$ cat src/design/jsu_pkg.sv
package jsu_pkg;

  // saturating width of the decoded length counter
  localparam int unsigned LenBits = 16;
  // width of the string_length field shown on the result channel
  localparam int unsigned OutLenW = 16;
  // depth of the command queue between front and back
  localparam int unsigned FifoDepth = 4;
  localparam int unsigned FifoPtrW = $clog2(FifoDepth);
  localparam int unsigned FifoCntW = $clog2(FifoDepth + 1);

  typedef enum logic [2:0] {
    ERR_NONE = 3'd0,
    ERR_CTRL = 3'd1,
    ERR_ESC  = 3'd2,
    ERR_SURR = 3'd3,
    ERR_UTF8 = 3'd4
  } err_e;

  typedef enum logic [1:0] {
    CMD_BYTE, // one raw byte, passed as is
    CMD_CODE, // code point, utf-8 encoded by the back
    CMD_END   // string end, by quote or error
  } cmd_kind_e;

  typedef struct packed {
    cmd_kind_e   kind;
    logic [20:0] value;
    err_e        err;
    logic        restart; // length counter restarts with this command
  } cmd_t;

endpackage

$ cat src/design/jsu_ifs.sv
interface jsu_in_if import jsu_pkg::*; ();
  logic       valid;
  logic       ready;
  logic [7:0] data_byte;
  logic       first_byte;

  modport source (output valid, output data_byte, output first_byte, input ready);
  modport sink   (input valid, input data_byte, input first_byte, output ready);
endinterface

interface jsu_out_if import jsu_pkg::*; ();
  logic               valid;
  logic               ready;
  logic [31:0]        out_bytes;
  logic [2:0]         out_count;
  logic               last;
  logic [2:0]         err_code;
  logic [OutLenW-1:0] string_length;

  modport source (output valid, output out_bytes, output out_count, output last,
                  output err_code, output string_length, input ready);
  modport sink   (input valid, input out_bytes, input out_count, input last,
                  input err_code, input string_length, output ready);
endinterface

interface jsu_cfg_if import jsu_pkg::*; ();
  logic valid;
  logic ready;
  logic check_utf8;

  modport source (output valid, output check_utf8, input ready);
  modport sink   (input valid, input check_utf8, output ready);
endinterface

$ cat src/design/jsu_front.sv
module jsu_front import jsu_pkg::*; (
  input  logic        clk_i,
  input  logic        rst_ni,
  jsu_in_if.sink      in_i,
  jsu_cfg_if.sink     cfg_i,
  input  logic        full_i,
  output logic        push_o,
  output cmd_t        cmd_o
);

  typedef enum logic [2:0] {
    MODE_NORMAL, MODE_ESC, MODE_HEX, MODE_SUR_BSL, MODE_SUR_U, MODE_SUR_HEX
  } mode_e;

  typedef enum logic [2:0] {
    CLS_ANY, CLS_A0_BF, CLS_80_9F, CLS_90_BF, CLS_80_8F
  } cls_e;

  localparam logic [7:0] ChQuote = 8'h22;
  localparam logic [7:0] ChBsl   = 8'h5C;
  localparam logic [7:0] ChSlash = 8'h2F;
  localparam logic [7:0] ChB     = 8'h62;
  localparam logic [7:0] ChF     = 8'h66;
  localparam logic [7:0] ChN     = 8'h6E;
  localparam logic [7:0] ChR     = 8'h72;
  localparam logic [7:0] ChT     = 8'h74;
  localparam logic [7:0] ChU     = 8'h75;

  mode_e       mode_q, mode_d, mode_e_v;
  cls_e        cls_q, cls_d, cls_e_v;
  logic [1:0]  cnt_q, cnt_d, cnt_e;
  logic [15:0] acc_q, acc_d, acc_e;
  logic [9:0]  hi_q, hi_d, hi_e;
  logic [1:0]  rem_q, rem_d, rem_e;
  logic        halted_q, halted_d, halted_e;
  logic        restart_q, restart_d, restart_e;
  logic        check_q;

  logic [7:0]  c;
  logic        fire;
  logic        hex_ok;
  logic [3:0]  hex_nib;
  logic [15:0] acc_new;
  logic        cls_ok;
  logic        push;

  assign c        = in_i.data_byte;
  assign in_i.ready  = !full_i;
  assign cfg_i.ready = 1'b1;
  assign fire     = in_i.valid && !full_i;
  assign push_o   = fire && push;

  // hex digit decode
  always_comb begin
    hex_ok  = 1'b1;
    hex_nib = 4'd0;
    if (c >= 8'h30 && c <= 8'h39) begin
      hex_nib = 4'(c - 8'h30);
    end else if (c >= 8'h61 && c <= 8'h66) begin
      hex_nib = 4'(c - 8'h57);
    end else if (c >= 8'h41 && c <= 8'h46) begin
      hex_nib = 4'(c - 8'h37);
    end else begin
      hex_ok = 1'b0;
    end
  end

  always_comb begin
    unique case (cls_e_v)
      CLS_A0_BF: cls_ok = c >= 8'hA0 && c <= 8'hBF;
      CLS_80_9F: cls_ok = c >= 8'h80 && c <= 8'h9F;
      CLS_90_BF: cls_ok = c >= 8'h90 && c <= 8'hBF;
      CLS_80_8F: cls_ok = c >= 8'h80 && c <= 8'h8F;
      default:   cls_ok = c >= 8'h80 && c <= 8'hBF;
    endcase
  end

  assign acc_new = {acc_e[11:0], hex_nib};

  always_comb begin
    // a first byte clears all string state before it is looked at
    if (in_i.first_byte) begin
      mode_e_v = MODE_NORMAL; cls_e_v = CLS_ANY; cnt_e = '0; acc_e = '0;
      hi_e = '0; rem_e = '0; halted_e = 1'b0; restart_e = 1'b1;
    end else begin
      mode_e_v = mode_q; cls_e_v = cls_q; cnt_e = cnt_q; acc_e = acc_q;
      hi_e = hi_q; rem_e = rem_q; halted_e = halted_q; restart_e = restart_q;
    end

    mode_d = mode_e_v; cls_d = cls_e_v; cnt_d = cnt_e; acc_d = acc_e;
    hi_d = hi_e; rem_d = rem_e; halted_d = halted_e;
    push = 1'b0;
    cmd_o.kind    = CMD_BYTE;
    cmd_o.value   = {13'd0, c};
    cmd_o.err     = ERR_NONE;
    cmd_o.restart = restart_e;

    if (!halted_e) begin
      unique case (mode_e_v)
        MODE_ESC: begin
          mode_d = MODE_NORMAL;
          push   = 1'b1;
          unique case (c)
            ChQuote: cmd_o.value = 21'h22;
            ChSlash: cmd_o.value = 21'h2F;
            ChBsl:   cmd_o.value = 21'h5C;
            ChB:     cmd_o.value = 21'h08;
            ChF:     cmd_o.value = 21'h0C;
            ChN:     cmd_o.value = 21'h0A;
            ChR:     cmd_o.value = 21'h0D;
            ChT:     cmd_o.value = 21'h09;
            ChU: begin
              mode_d = MODE_HEX;
              cnt_d  = '0;
              acc_d  = '0;
              push   = 1'b0;
            end
            default: begin
              mode_d    = mode_e_v;
              cmd_o.kind = CMD_END;
              cmd_o.err  = ERR_ESC;
              halted_d   = 1'b1;
            end
          endcase
        end
        MODE_HEX, MODE_SUR_HEX: begin
          if (!hex_ok) begin
            push = 1'b1; cmd_o.kind = CMD_END; cmd_o.err = ERR_ESC; halted_d = 1'b1;
          end else begin
            acc_d = acc_new;
            if (cnt_e != 2'd3) begin
              cnt_d = cnt_e + 2'd1;
            end else begin
              cnt_d = '0;
              if (mode_e_v == MODE_SUR_HEX) begin
                push = 1'b1;
                if (acc_new < 16'hDC00 || acc_new > 16'hDFFF) begin
                  cmd_o.kind = CMD_END; cmd_o.err = ERR_SURR; halted_d = 1'b1;
                end else begin
                  // join the pair: 0x10000 + (high << 10 | low)
                  mode_d      = MODE_NORMAL;
                  cmd_o.kind  = CMD_CODE;
                  cmd_o.value = {1'b0, hi_e, acc_new[9:0]} + 21'h10000;
                end
              end else if (acc_new >= 16'hD800 && acc_new <= 16'hDFFF) begin
                if (acc_new > 16'hDBFF) begin
                  push = 1'b1; cmd_o.kind = CMD_END; cmd_o.err = ERR_SURR; halted_d = 1'b1;
                end else begin
                  hi_d   = acc_new[9:0];
                  mode_d = MODE_SUR_BSL;
                end
              end else begin
                mode_d      = MODE_NORMAL;
                push        = 1'b1;
                cmd_o.kind  = CMD_CODE;
                cmd_o.value = {5'd0, acc_new};
              end
            end
          end
        end
        MODE_SUR_BSL: begin
          if (c != ChBsl) begin
            push = 1'b1; cmd_o.kind = CMD_END; cmd_o.err = ERR_SURR; halted_d = 1'b1;
          end else begin
            mode_d = MODE_SUR_U;
          end
        end
        MODE_SUR_U: begin
          if (c != ChU) begin
            push = 1'b1; cmd_o.kind = CMD_END; cmd_o.err = ERR_SURR; halted_d = 1'b1;
          end else begin
            mode_d = MODE_SUR_HEX;
            cnt_d  = '0;
            acc_d  = '0;
          end
        end
        default: begin
          mode_d = MODE_NORMAL;
          if (rem_e != 2'd0) begin
            push = 1'b1;
            if (!cls_ok) begin
              cmd_o.kind = CMD_END; cmd_o.err = ERR_UTF8; halted_d = 1'b1;
            end else begin
              cls_d = CLS_ANY;
              rem_d = rem_e - 2'd1;
            end
          end else if (c == ChQuote) begin
            push = 1'b1; cmd_o.kind = CMD_END; halted_d = 1'b1;
          end else if (c == ChBsl) begin
            mode_d = MODE_ESC;
          end else if (c < 8'h20) begin
            push = 1'b1; cmd_o.kind = CMD_END; cmd_o.err = ERR_CTRL; halted_d = 1'b1;
          end else if (c < 8'h80 || !check_q) begin
            push = 1'b1;
          end else begin
            push = 1'b1;
            if (c >= 8'hC2 && c <= 8'hDF) begin
              rem_d = 2'd1; cls_d = CLS_ANY;
            end else if (c >= 8'hE0 && c <= 8'hEF) begin
              rem_d = 2'd2;
              cls_d = (c == 8'hE0) ? CLS_A0_BF : (c == 8'hED) ? CLS_80_9F : CLS_ANY;
            end else if (c >= 8'hF0 && c <= 8'hF4) begin
              rem_d = 2'd3;
              cls_d = (c == 8'hF0) ? CLS_90_BF : (c == 8'hF4) ? CLS_80_8F : CLS_ANY;
            end else begin
              cmd_o.kind = CMD_END; cmd_o.err = ERR_UTF8; halted_d = 1'b1;
            end
          end
        end
      endcase
    end

    // the restart mark rides on the next command that leaves the front
    restart_d = push ? 1'b0 : restart_e;
  end

  always_ff @(posedge clk_i or negedge rst_ni) begin
    if (!rst_ni) begin
      mode_q    <= MODE_NORMAL;
      cls_q     <= CLS_ANY;
      cnt_q     <= '0;
      acc_q     <= '0;
      hi_q      <= '0;
      rem_q     <= '0;
      halted_q  <= 1'b0;
      restart_q <= 1'b0;
      check_q   <= 1'b1;
    end else begin
      if (cfg_i.valid) begin
        check_q <= cfg_i.check_utf8;
      end
      if (fire) begin
        mode_q    <= mode_d;
        cls_q     <= cls_d;
        cnt_q     <= cnt_d;
        acc_q     <= acc_d;
        hi_q      <= hi_d;
        rem_q     <= rem_d;
        halted_q  <= halted_d;
        restart_q <= restart_d;
      end
    end
  end

endmodule

$ cat src/design/jsu_fifo.sv
module jsu_fifo import jsu_pkg::*; (
  input  logic clk_i,
  input  logic rst_ni,
  input  logic push_i,
  input  cmd_t push_data_i,
  input  logic pop_i,
  output cmd_t pop_data_o,
  output logic full_o,
  output logic empty_o
);

  cmd_t                mem_q [FifoDepth];
  logic [FifoPtrW-1:0] wr_ptr_q, rd_ptr_q;
  logic [FifoCntW-1:0] cnt_q;
  logic                do_push, do_pop;

  assign full_o     = cnt_q == FifoCntW'(FifoDepth);
  assign empty_o    = cnt_q == '0;
  assign do_push    = push_i && !full_o;
  assign do_pop     = pop_i && !empty_o;
  assign pop_data_o = mem_q[rd_ptr_q];

  always_ff @(posedge clk_i) begin
    if (do_push) begin
      mem_q[wr_ptr_q] <= push_data_i;
    end
  end

  always_ff @(posedge clk_i or negedge rst_ni) begin
    if (!rst_ni) begin
      wr_ptr_q <= '0;
      rd_ptr_q <= '0;
      cnt_q    <= '0;
    end else begin
      if (do_push) begin
        wr_ptr_q <= (wr_ptr_q == FifoPtrW'(FifoDepth - 1)) ? '0 : wr_ptr_q + 1'b1;
      end
      if (do_pop) begin
        rd_ptr_q <= (rd_ptr_q == FifoPtrW'(FifoDepth - 1)) ? '0 : rd_ptr_q + 1'b1;
      end
      if (do_push && !do_pop) begin
        cnt_q <= cnt_q + 1'b1;
      end else if (do_pop && !do_push) begin
        cnt_q <= cnt_q - 1'b1;
      end
    end
  end

endmodule

$ cat src/design/jsu_back.sv
module jsu_back import jsu_pkg::*; (
  input  logic     clk_i,
  input  logic     rst_ni,
  input  logic     empty_i,
  input  cmd_t     cmd_i,
  output logic     pop_o,
  jsu_out_if.source out_o
);

  logic               valid_q;
  logic [31:0]        bytes_q, bytes_d;
  logic [2:0]         count_q, count_d;
  logic               last_q;
  logic [2:0]         err_q;
  logic [OutLenW-1:0] slen_q;
  logic [LenBits-1:0] len_q, len_base, len_d;
  logic [LenBits:0]   len_sum;
  logic [20:0]        cp;

  assign pop_o = !empty_i && (!valid_q || out_o.ready);
  assign cp    = cmd_i.value;

  // utf-8 encoding of one command
  always_comb begin
    bytes_d = {24'd0, cp[7:0]};
    count_d = 3'd1;
    unique case (cmd_i.kind)
      CMD_END: begin
        bytes_d = '0;
        count_d = 3'd0;
      end
      CMD_CODE: begin
        if (cp < 21'h80) begin
          bytes_d = {24'd0, cp[7:0]};
          count_d = 3'd1;
        end else if (cp < 21'h800) begin
          bytes_d = {16'd0, 2'b10, cp[5:0], 3'b110, cp[10:6]};
          count_d = 3'd2;
        end else if (cp < 21'h10000) begin
          bytes_d = {8'd0, 2'b10, cp[5:0], 2'b10, cp[11:6], 4'b1110, cp[15:12]};
          count_d = 3'd3;
        end else begin
          bytes_d = {2'b10, cp[5:0], 2'b10, cp[11:6], 2'b10, cp[17:12],
                     5'b11110, cp[20:18]};
          count_d = 3'd4;
        end
      end
      default: begin
        bytes_d = {24'd0, cp[7:0]};
        count_d = 3'd1;
      end
    endcase
  end

  // saturating length count
  always_comb begin
    len_base = cmd_i.restart ? '0 : len_q;
    len_sum  = {1'b0, len_base} + (LenBits + 1)'(count_d);
    len_d    = len_sum[LenBits] ? '1 : len_sum[LenBits-1:0];
  end

  always_ff @(posedge clk_i or negedge rst_ni) begin
    if (!rst_ni) begin
      valid_q <= 1'b0;
      len_q   <= '0;
    end else begin
      if (pop_o) begin
        valid_q <= 1'b1;
        len_q   <= len_d;
      end else if (out_o.ready) begin
        valid_q <= 1'b0;
      end
    end
  end

  always_ff @(posedge clk_i) begin
    if (pop_o) begin
      bytes_q <= bytes_d;
      count_q <= count_d;
      last_q  <= cmd_i.kind == CMD_END;
      err_q   <= cmd_i.err;
      slen_q  <= OutLenW'(len_d);
    end
  end

  assign out_o.valid         = valid_q;
  assign out_o.out_bytes     = bytes_q;
  assign out_o.out_count     = count_q;
  assign out_o.last          = last_q;
  assign out_o.err_code      = err_q;
  assign out_o.string_length = slen_q;

endmodule

$ cat src/design/json_string_unescape_validate.sv
// json string body decoder
// in_i carries one raw byte of a string body per beat, starting with the
// byte after the opening quote; first_byte marks that byte and clears all
// string state. escapes, including \uXXXX with surrogate pairs, are resolved
// and an escape leaves on out_o as one beat of 1 to 4 utf-8 bytes, any
// raw byte as one beat. the closing quote or the first error gives a beat
// with last set, the error code and the decoded length; later bytes give
// no beat until the next first_byte. cfg_i writes check_utf8 (reset 1),
// taken on any cycle. throughput: one byte per cycle while the queue is not
// full; the front classifies a byte in the cycle it is taken, so a new byte
// may follow every cycle. a byte's command is written into the queue at the
// edge that takes the byte, then into the output register once it is free.
// when out_o stalls, the output register holds its beat, the back stops
// and the 4-entry command queue fills; in_i.ready drops once it is full.
// reset empties the queue and the output register, clears string state
// and restores check_utf8 to 1; in_i is ready right after reset.
module json_string_unescape_validate import jsu_pkg::*; (
  input  logic      clk_i,
  input  logic      rst_ni,
  jsu_in_if.sink    in_i,
  jsu_cfg_if.sink   cfg_i,
  jsu_out_if.source out_o
);

  // front to queue
  logic push;
  cmd_t push_cmd;
  logic full;

  // queue to back
  logic pop;
  cmd_t head_cmd;
  logic empty;

  // front: byte classification, escape and surrogate tracking, utf-8 checks
  jsu_front u_front (
    .clk_i  (clk_i),
    .rst_ni (rst_ni),
    .in_i   (in_i),
    .cfg_i  (cfg_i),
    .full_i (full),
    .push_o (push),
    .cmd_o  (push_cmd)
  );

  // short command queue so both sides stall on their own
  jsu_fifo u_fifo (
    .clk_i       (clk_i),
    .rst_ni      (rst_ni),
    .push_i      (push),
    .push_data_i (push_cmd),
    .pop_i       (pop),
    .pop_data_o  (head_cmd),
    .full_o      (full),
    .empty_o     (empty)
  );

  // back: utf-8 encoding, length count, output register
  jsu_back u_back (
    .clk_i   (clk_i),
    .rst_ni  (rst_ni),
    .empty_i (empty),
    .cmd_i   (head_cmd),
    .pop_o   (pop),
    .out_o   (out_o)
  );

endmodule
$ cat src/flat_wrapper.sv
// flat-port wrapper written by rule: the top's interface ports become plain ports
module json_string_unescape_validate_flat import jsu_pkg::*;
  (clk_i, rst_ni, in_i_valid, in_i_data_byte, in_i_first_byte, in_i_ready, cfg_i_valid, cfg_i_check_utf8, cfg_i_ready, out_o_valid, out_o_out_bytes, out_o_out_count, out_o_last, out_o_err_code, out_o_string_length, out_o_ready);
  jsu_in_if in_i_i ();
  jsu_cfg_if cfg_i_i ();
  jsu_out_if out_o_i ();
  input  logic clk_i;
  input  logic rst_ni;
  input wire logic [$bits(in_i_i.valid)-1:0] in_i_valid;
  input wire logic [$bits(in_i_i.data_byte)-1:0] in_i_data_byte;
  input wire logic [$bits(in_i_i.first_byte)-1:0] in_i_first_byte;
  output wire logic [$bits(in_i_i.ready)-1:0] in_i_ready;
  input wire logic [$bits(cfg_i_i.valid)-1:0] cfg_i_valid;
  input wire logic [$bits(cfg_i_i.check_utf8)-1:0] cfg_i_check_utf8;
  output wire logic [$bits(cfg_i_i.ready)-1:0] cfg_i_ready;
  output wire logic [$bits(out_o_i.valid)-1:0] out_o_valid;
  output wire logic [$bits(out_o_i.out_bytes)-1:0] out_o_out_bytes;
  output wire logic [$bits(out_o_i.out_count)-1:0] out_o_out_count;
  output wire logic [$bits(out_o_i.last)-1:0] out_o_last;
  output wire logic [$bits(out_o_i.err_code)-1:0] out_o_err_code;
  output wire logic [$bits(out_o_i.string_length)-1:0] out_o_string_length;
  input wire logic [$bits(out_o_i.ready)-1:0] out_o_ready;
  assign in_i_i.valid = in_i_valid;
  assign in_i_i.data_byte = in_i_data_byte;
  assign in_i_i.first_byte = in_i_first_byte;
  assign in_i_ready = in_i_i.ready;
  assign cfg_i_i.valid = cfg_i_valid;
  assign cfg_i_i.check_utf8 = cfg_i_check_utf8;
  assign cfg_i_ready = cfg_i_i.ready;
  assign out_o_valid = out_o_i.valid;
  assign out_o_out_bytes = out_o_i.out_bytes;
  assign out_o_out_count = out_o_i.out_count;
  assign out_o_last = out_o_i.last;
  assign out_o_err_code = out_o_i.err_code;
  assign out_o_string_length = out_o_i.string_length;
  assign out_o_i.ready = out_o_ready;
  json_string_unescape_validate u_core (.clk_i(clk_i), .rst_ni(rst_ni), .in_i(in_i_i), .cfg_i(cfg_i_i), .out_o(out_o_i));
endmodule
$ cat config.mk
export PLATFORM = sky130hd
export DESIGN_NAME = json_string_unescape_validate_flat
export DESIGN_NICKNAME = d
export VERILOG_FILES = /design/src/design/jsu_pkg.sv /design/src/design/jsu_ifs.sv /design/src/design/jsu_front.sv /design/src/design/jsu_fifo.sv /design/src/design/jsu_back.sv /design/src/design/json_string_unescape_validate.sv /design/src/flat_wrapper.sv
export SDC_FILE = /design/constraint.sdc
export NUM_CORES = 1
export LEC_CHECK = 0
export ABC_AREA = 1
export BUFFER_PORTS_ARGS = -buffer_cell sky130_fd_sc_hd__buf_4
export CAP_MARGIN = 25
export CORE_UTILIZATION = 60
export CTS_BUF_LIST = sky130_fd_sc_hd__clkbuf_8
export CTS_CLUSTER_SIZE = 24
export DETAILED_ROUTE_END_ITERATION = 16
export PLACE_DENSITY = 0.86
export SLEW_MARGIN = 20
export SYNTH_ARGS = -nofsm -noshare
export SYNTH_HDL_FRONTEND = slang
export SYNTH_SLANG_ARGS = --single-unit
$ cat constraint.sdc
create_clock -name clk_i -period 8.1 [get_ports clk_i]
set_input_delay 0.405 -clock clk_i [delete_from_list [all_inputs] [get_ports clk_i]]
set_output_delay 0.405 -clock clk_i [all_outputs]
set_load 0.005 [all_outputs]
==> metrics.cfg <==
[clock_network]
cts_buffers = 37
cts_hold_buf = 0
cts.repair.resized = 0
numClockSinks = 218
post_cts.repair.setup_buffers = 0
number_of_levels_the_h_tree_was_split_into = 2
clock_tree.buffer_depth = 3
cts_root_buffer = sky130_fd_sc_hd__clkbuf_8
clock_latency_ns = 0.53
clock_tree_from_tritoncts = done
clk_pin_slew_ns = 0.06

[outcome]
violated_checks = negative hold slack
status = finished, violations left

[grt]
busiest_layer = met2
grt_use_total_pct = 28.3
antenna_found_initial = 0
number_of_global_route_vias_before_repair = 9256
grt_overflow_total = 0
grt_max_degree = 80
grt_util_met1_pct = 36.9
grt_util_met2_pct = 47.9
grt.met3_usage_pct = 3.89
grt_pass1_wl_um = 45300

[layout]
final_cell_mix = sky130_fd_sc_hd__nand2_1, sky130_fd_sc_hd__edfxtp_1, sky130_fd_sc_hd__nand3_1, sky130_fd_sc_hd__inv_1, sky130_fd_sc_hd__nor2_1
stdcell_area_sq_um = 13200
final_layout_size_suffix_gt1_share_pct = 14.1
fin_nets = 1475
areaGrowthSynthToFinish_pct = 11.2
most_common_cell_after_layout_fill_and_taps_aside = sky130_fd_sc_hd__nand2_1
num_antenna_cells = 0

[drt]
wl_per_cell_um = 16.0
via_count = 9873
drt-total-wl_um = 27700
route.antenna.remaining_nets = 0
drt_first_iter_violations = 871
drcViolationCount = 0
avgViaCountPerCell = 5.70
drt_first_pass_iters = 6

[placement]
post_dp_cell_area_sq_um = 12500
global_placer_s_final_weighted_congestion = 0.954
place.detailed.hpwl_um = 19100
port_buffers = 68
dp_worst_setup_slack_ns = 2.89

[floorplan]
fp.dieW_um = 143
rows = 51
fp.dieArea_sq_um = 20400
die_y_um = 143
io_pins = 73
floorplan.core_area_sq_um = 19400
initial_utilization_pct = 61.2

[timing]
layout_min_cycle_time_ns = 5.26
timing.final.setup_violations = 0
timing.setup.tns_ns = 0
layout_worst_path_cycle_share_pct = 64.9
timing.final.max_slew_violations = 0
final.setup_skew_ns = 0.0186
grt_setup_unrepaired = false
whs_ns = -0.0117
worst_slew_pin_slew_ns = 0.890
hold_viol = 8
maxClockFrequency_mhz = 190
max_slew_margin_pct = 40.6
timing.final.ws_setup_ns = 2.84

[critical_path]
type_of_origin_of_the_critical_path = flip-flop
cpMaxStageDelayCell = sky130_fd_sc_hd__inv_2
critical_path_class = reg2reg
r2r_end = u_core.u_back.out_o.string_length[8]
timing.rr.start = u_core.u_fifo.rd_ptr_q[0]
crit_chain = buf_4 > inv_2 > nand2_1 > a32oi_1 > inv_1 > ha_1 > nor2_1 > inv_1 > nor2_4 > inv_2 > nor2_2 > inv_1 > fa_1 > or2_2 > nand2_1 > nand3_1 > inv_1 > nand2_2 > xor2_1 > or2_2
critPathRequiredTime_ns = 8.38
worst_setup_ep_type = flip-flop
worst-r2r-setup-slack_ns = 2.84
cp_max_fo = 57
crit_top_cell = sky130_fd_sc_hd__inv_1
number_of_cells_traversed_by_the_worst_register_to_register_path = 20
worst_ep_arrival_time_ns = 5.54
critPathMaxStageDelay_ns = 0.73

[yosys]
ys.flop_type = sky130_fd_sc_hd__edfxtp_1
synth_seq_cells = 218
synthesis.area_per_instance_sq_um = 8.63
seq_area_frac_synth_pct = 52.7
count_of_flip_flops_with_a_built_in_enable_after_synthesis = 159
synth_area_sq_um = 11900
postSynth.asyncResetShare_pct = 27.1
synth_cell_types = 52
cells_after_synthesis = 1375
synth_warnings = 0

[power_and_ir_drop]
internal_power_mw = 2.69
power.share.clock_pct = 21.2
comb_power_share_pct = 40.3
cellPowerDensity_nw_per_um2 = 339
swShare_pct = 39.8
max-vdd-ir-drop_uv = 225
power.total_mw = 4.47
p_seq_share_pct = 38.6
power.static_leakage_nw = 5.80
total_switching_power_mw = 1.78

[run]
drv_cap = 0

[min_path]
hold_class = in2async

==> per-stage QoR <==
step	util, %	std cells	hold slack, ns
2_1_floorplan	-	1377	0.109
3_3_place_gp	64.3	1665	0.466
3_5_place_dp	64.3	1665	0.470
4_1_cts	68.0	1731	0.00678
5_1_grt	68.0	1731	0.0532
6_report	68.0	1731	-0.0117
==> final cells by class <==
class / instances / area [sq um]
sequential: 218 / 6250
fill: 1578 / 6200
multi-input combinational: 963 / 4790
timing repair buffer: 76 / 571
clock buffer: 39 / 537
inverter: 143 / 537
tap: 265 / 332
clock inverter: 27 / 180
==> flip-flops by register name (all words and copies together) (netlist names) <==
| register | count |
|---|---|
| u_core.u_front.mode_q | 3 |
| u_core.u_front.restart_q | 1 |
| u_core.u_front.cnt_q | 2 |
| u_core.u_front.hi_q | 10 |
| u_core.u_fifo.rd_ptr_q | 2 |
| u_core.u_back.out_o.out_bytes | 28 |
| u_core.u_fifo.mem_q | 108 |
| u_core.u_back.out_o.last | 1 |
| u_core.u_front.check_q | 1 |
| u_core.u_back.out_o.out_count | 3 |
| u_core.u_front.acc_q | 12 |
| u_core.u_fifo.wr_ptr_q | 2 |
| u_core.u_back.len_q | 16 |
| u_core.u_front.halted_q | 1 |
| u_core.u_back.out_o.string_length | 16 |
| u_core.u_front.cls_q | 3 |
| u_core.u_back.out_o.err_code | 3 |
| u_core.u_front.rem_q | 2 |
| u_core.u_fifo.cnt_q | 3 |
| u_core.u_back.out_o.valid | 1 |
==> per-layer routing <==
| layer | vias to the layer above | part of all wire [%] |
|---|---|---|
| li1 | 4759 | - |
| met1 | 4623 | 42 |
| met2 | 411 | 49 |
| met3 | 80 | 6.6 |
| met4 | 0 | 3.0 |
| met5 | - | 0 |
==> critical path: cells and delay by family (launching register included) <==
kind | cells | cell delay [ns]
adders and majority gates | 2 | 0.79
xor gates and xnor gates | 1 | 0.16
buffers and inverters | 7 | 1.69
and+or+nand+nor | 9 | 1.69
AOI/OAI and AO/OA | 1 | 0.27
DFF | 1 | 0.37
==> cells by family (layout without fill, tap and decap cells) <==
group           count (synthesis)  after routing  share of synthesized area (%)
compound gates                215            215                           10.4
xor+xnor                        5              5                          0.369
fa+ha+maj                      21             21                           2.34
buf+inv                       196            285                           7.29
flops                         218            218                           52.7
mux                             1              1                         0.0948
other cells                     2              4                         0.0633
simple gates                  717            717                           26.8
==> cells in the mapped netlist, types with 2 or more instances <==
| cell type | number | share of area (%) |
|---|---|---|
| sky130_fd_sc_hd__dfrtp_1 | 58 | 12 |
| sky130_fd_sc_hd__nand2_4 | 2 | 0.19 |
| sky130_fd_sc_hd__a22oi_1 | 12 | 0.76 |
| sky130_fd_sc_hd__a32oi_1 | 6 | 0.44 |
| sky130_fd_sc_hd__o21ai_1 | 15 | 0.63 |
| sky130_fd_sc_hd__inv_2 | 20 | 0.63 |
| sky130_fd_sc_hd__nor2_2 | 7 | 0.37 |
| sky130_fd_sc_hd__nand2_1 | 372 | 12 |
| sky130_fd_sc_hd__buf_6 | 8 | 0.76 |
| sky130_fd_sc_hd__nand4_1 | 11 | 0.58 |
| sky130_fd_sc_hd__nand2_2 | 15 | 0.79 |
| sky130_fd_sc_hd__o21ai_0 | 71 | 3.0 |
| sky130_fd_sc_hd__nand3_4 | 2 | 0.30 |
| sky130_fd_sc_hd__o22ai_1 | 10 | 0.53 |
| sky130_fd_sc_hd__nand3b_1 | 3 | 0.19 |
| sky130_fd_sc_hd__nor4_1 | 3 | 0.16 |
| sky130_fd_sc_hd__edfxtp_1 | 159 | 40 |
| sky130_fd_sc_hd__a211oi_1 | 4 | 0.25 |
| sky130_fd_sc_hd__a211oi_2 | 2 | 0.21 |
| sky130_fd_sc_hd__or2_2 | 3 | 0.16 |
| sky130_fd_sc_hd__nor3_1 | 11 | 0.46 |
| sky130_fd_sc_hd__o211ai_1 | 13 | 0.82 |
| sky130_fd_sc_hd__buf_4 | 13 | 0.82 |
| sky130_fd_sc_hd__buf_2 | 17 | 0.72 |
| sky130_fd_sc_hd__nand3_2 | 9 | 0.76 |
| sky130_fd_sc_hd__fa_1 | 2 | 0.34 |
| sky130_fd_sc_hd__nand3_1 | 137 | 5.8 |
| sky130_fd_sc_hd__inv_1 | 122 | 3.9 |
| sky130_fd_sc_hd__nor2_1 | 131 | 4.1 |
| sky130_fd_sc_hd__conb_1 | 2 | 0.063 |
| sky130_fd_sc_hd__ha_1 | 19 | 2.0 |
| sky130_fd_sc_hd__a31oi_1 | 2 | 0.11 |
| sky130_fd_sc_hd__clkbuf_1 | 15 | 0.47 |
| sky130_fd_sc_hd__a21oi_1 | 73 | 3.1 |
| sky130_fd_sc_hd__xor2_1 | 4 | 0.30 |
| sky130_fd_sc_hd__nor2_4 | 6 | 0.57 |
==> worst max-delay path by stage <==
stage                                   start                                   end  slack (ns)  cells after the start
global route        u_core.u_fifo.rd_ptr_q[0]                u_core.u_back.len_q[4]        2.38                     23
floorplan           u_core.u_fifo.rd_ptr_q[0]  u_core.u_back.out_o.string_length[8]        3.58                     24
finish              u_core.u_fifo.rd_ptr_q[0]  u_core.u_back.out_o.string_length[8]        2.84                     20
global placement    u_core.u_fifo.rd_ptr_q[0]  u_core.u_back.out_o.string_length[8]        3.12                     20
detailed placement  u_core.u_fifo.rd_ptr_q[0]  u_core.u_back.out_o.string_length[8]        2.89                     20
CTS                 u_core.u_fifo.rd_ptr_q[0]  u_core.u_back.out_o.string_length[8]        2.89                     20
==> power groups by stage <==
stage          Clock (mW)  Sequential (mW)  Combinational (mW)
2_1_floorplan           0             1.74                1.24
3_3_place_gp            0             1.74                1.72
3_5_place_dp            0             1.75                1.77
4_1_cts             0.963             1.73                1.78
5_1_grt              1.01             1.76                2.01
6_report            0.946             1.72                1.80
Power figures use the tool's default switching activity.
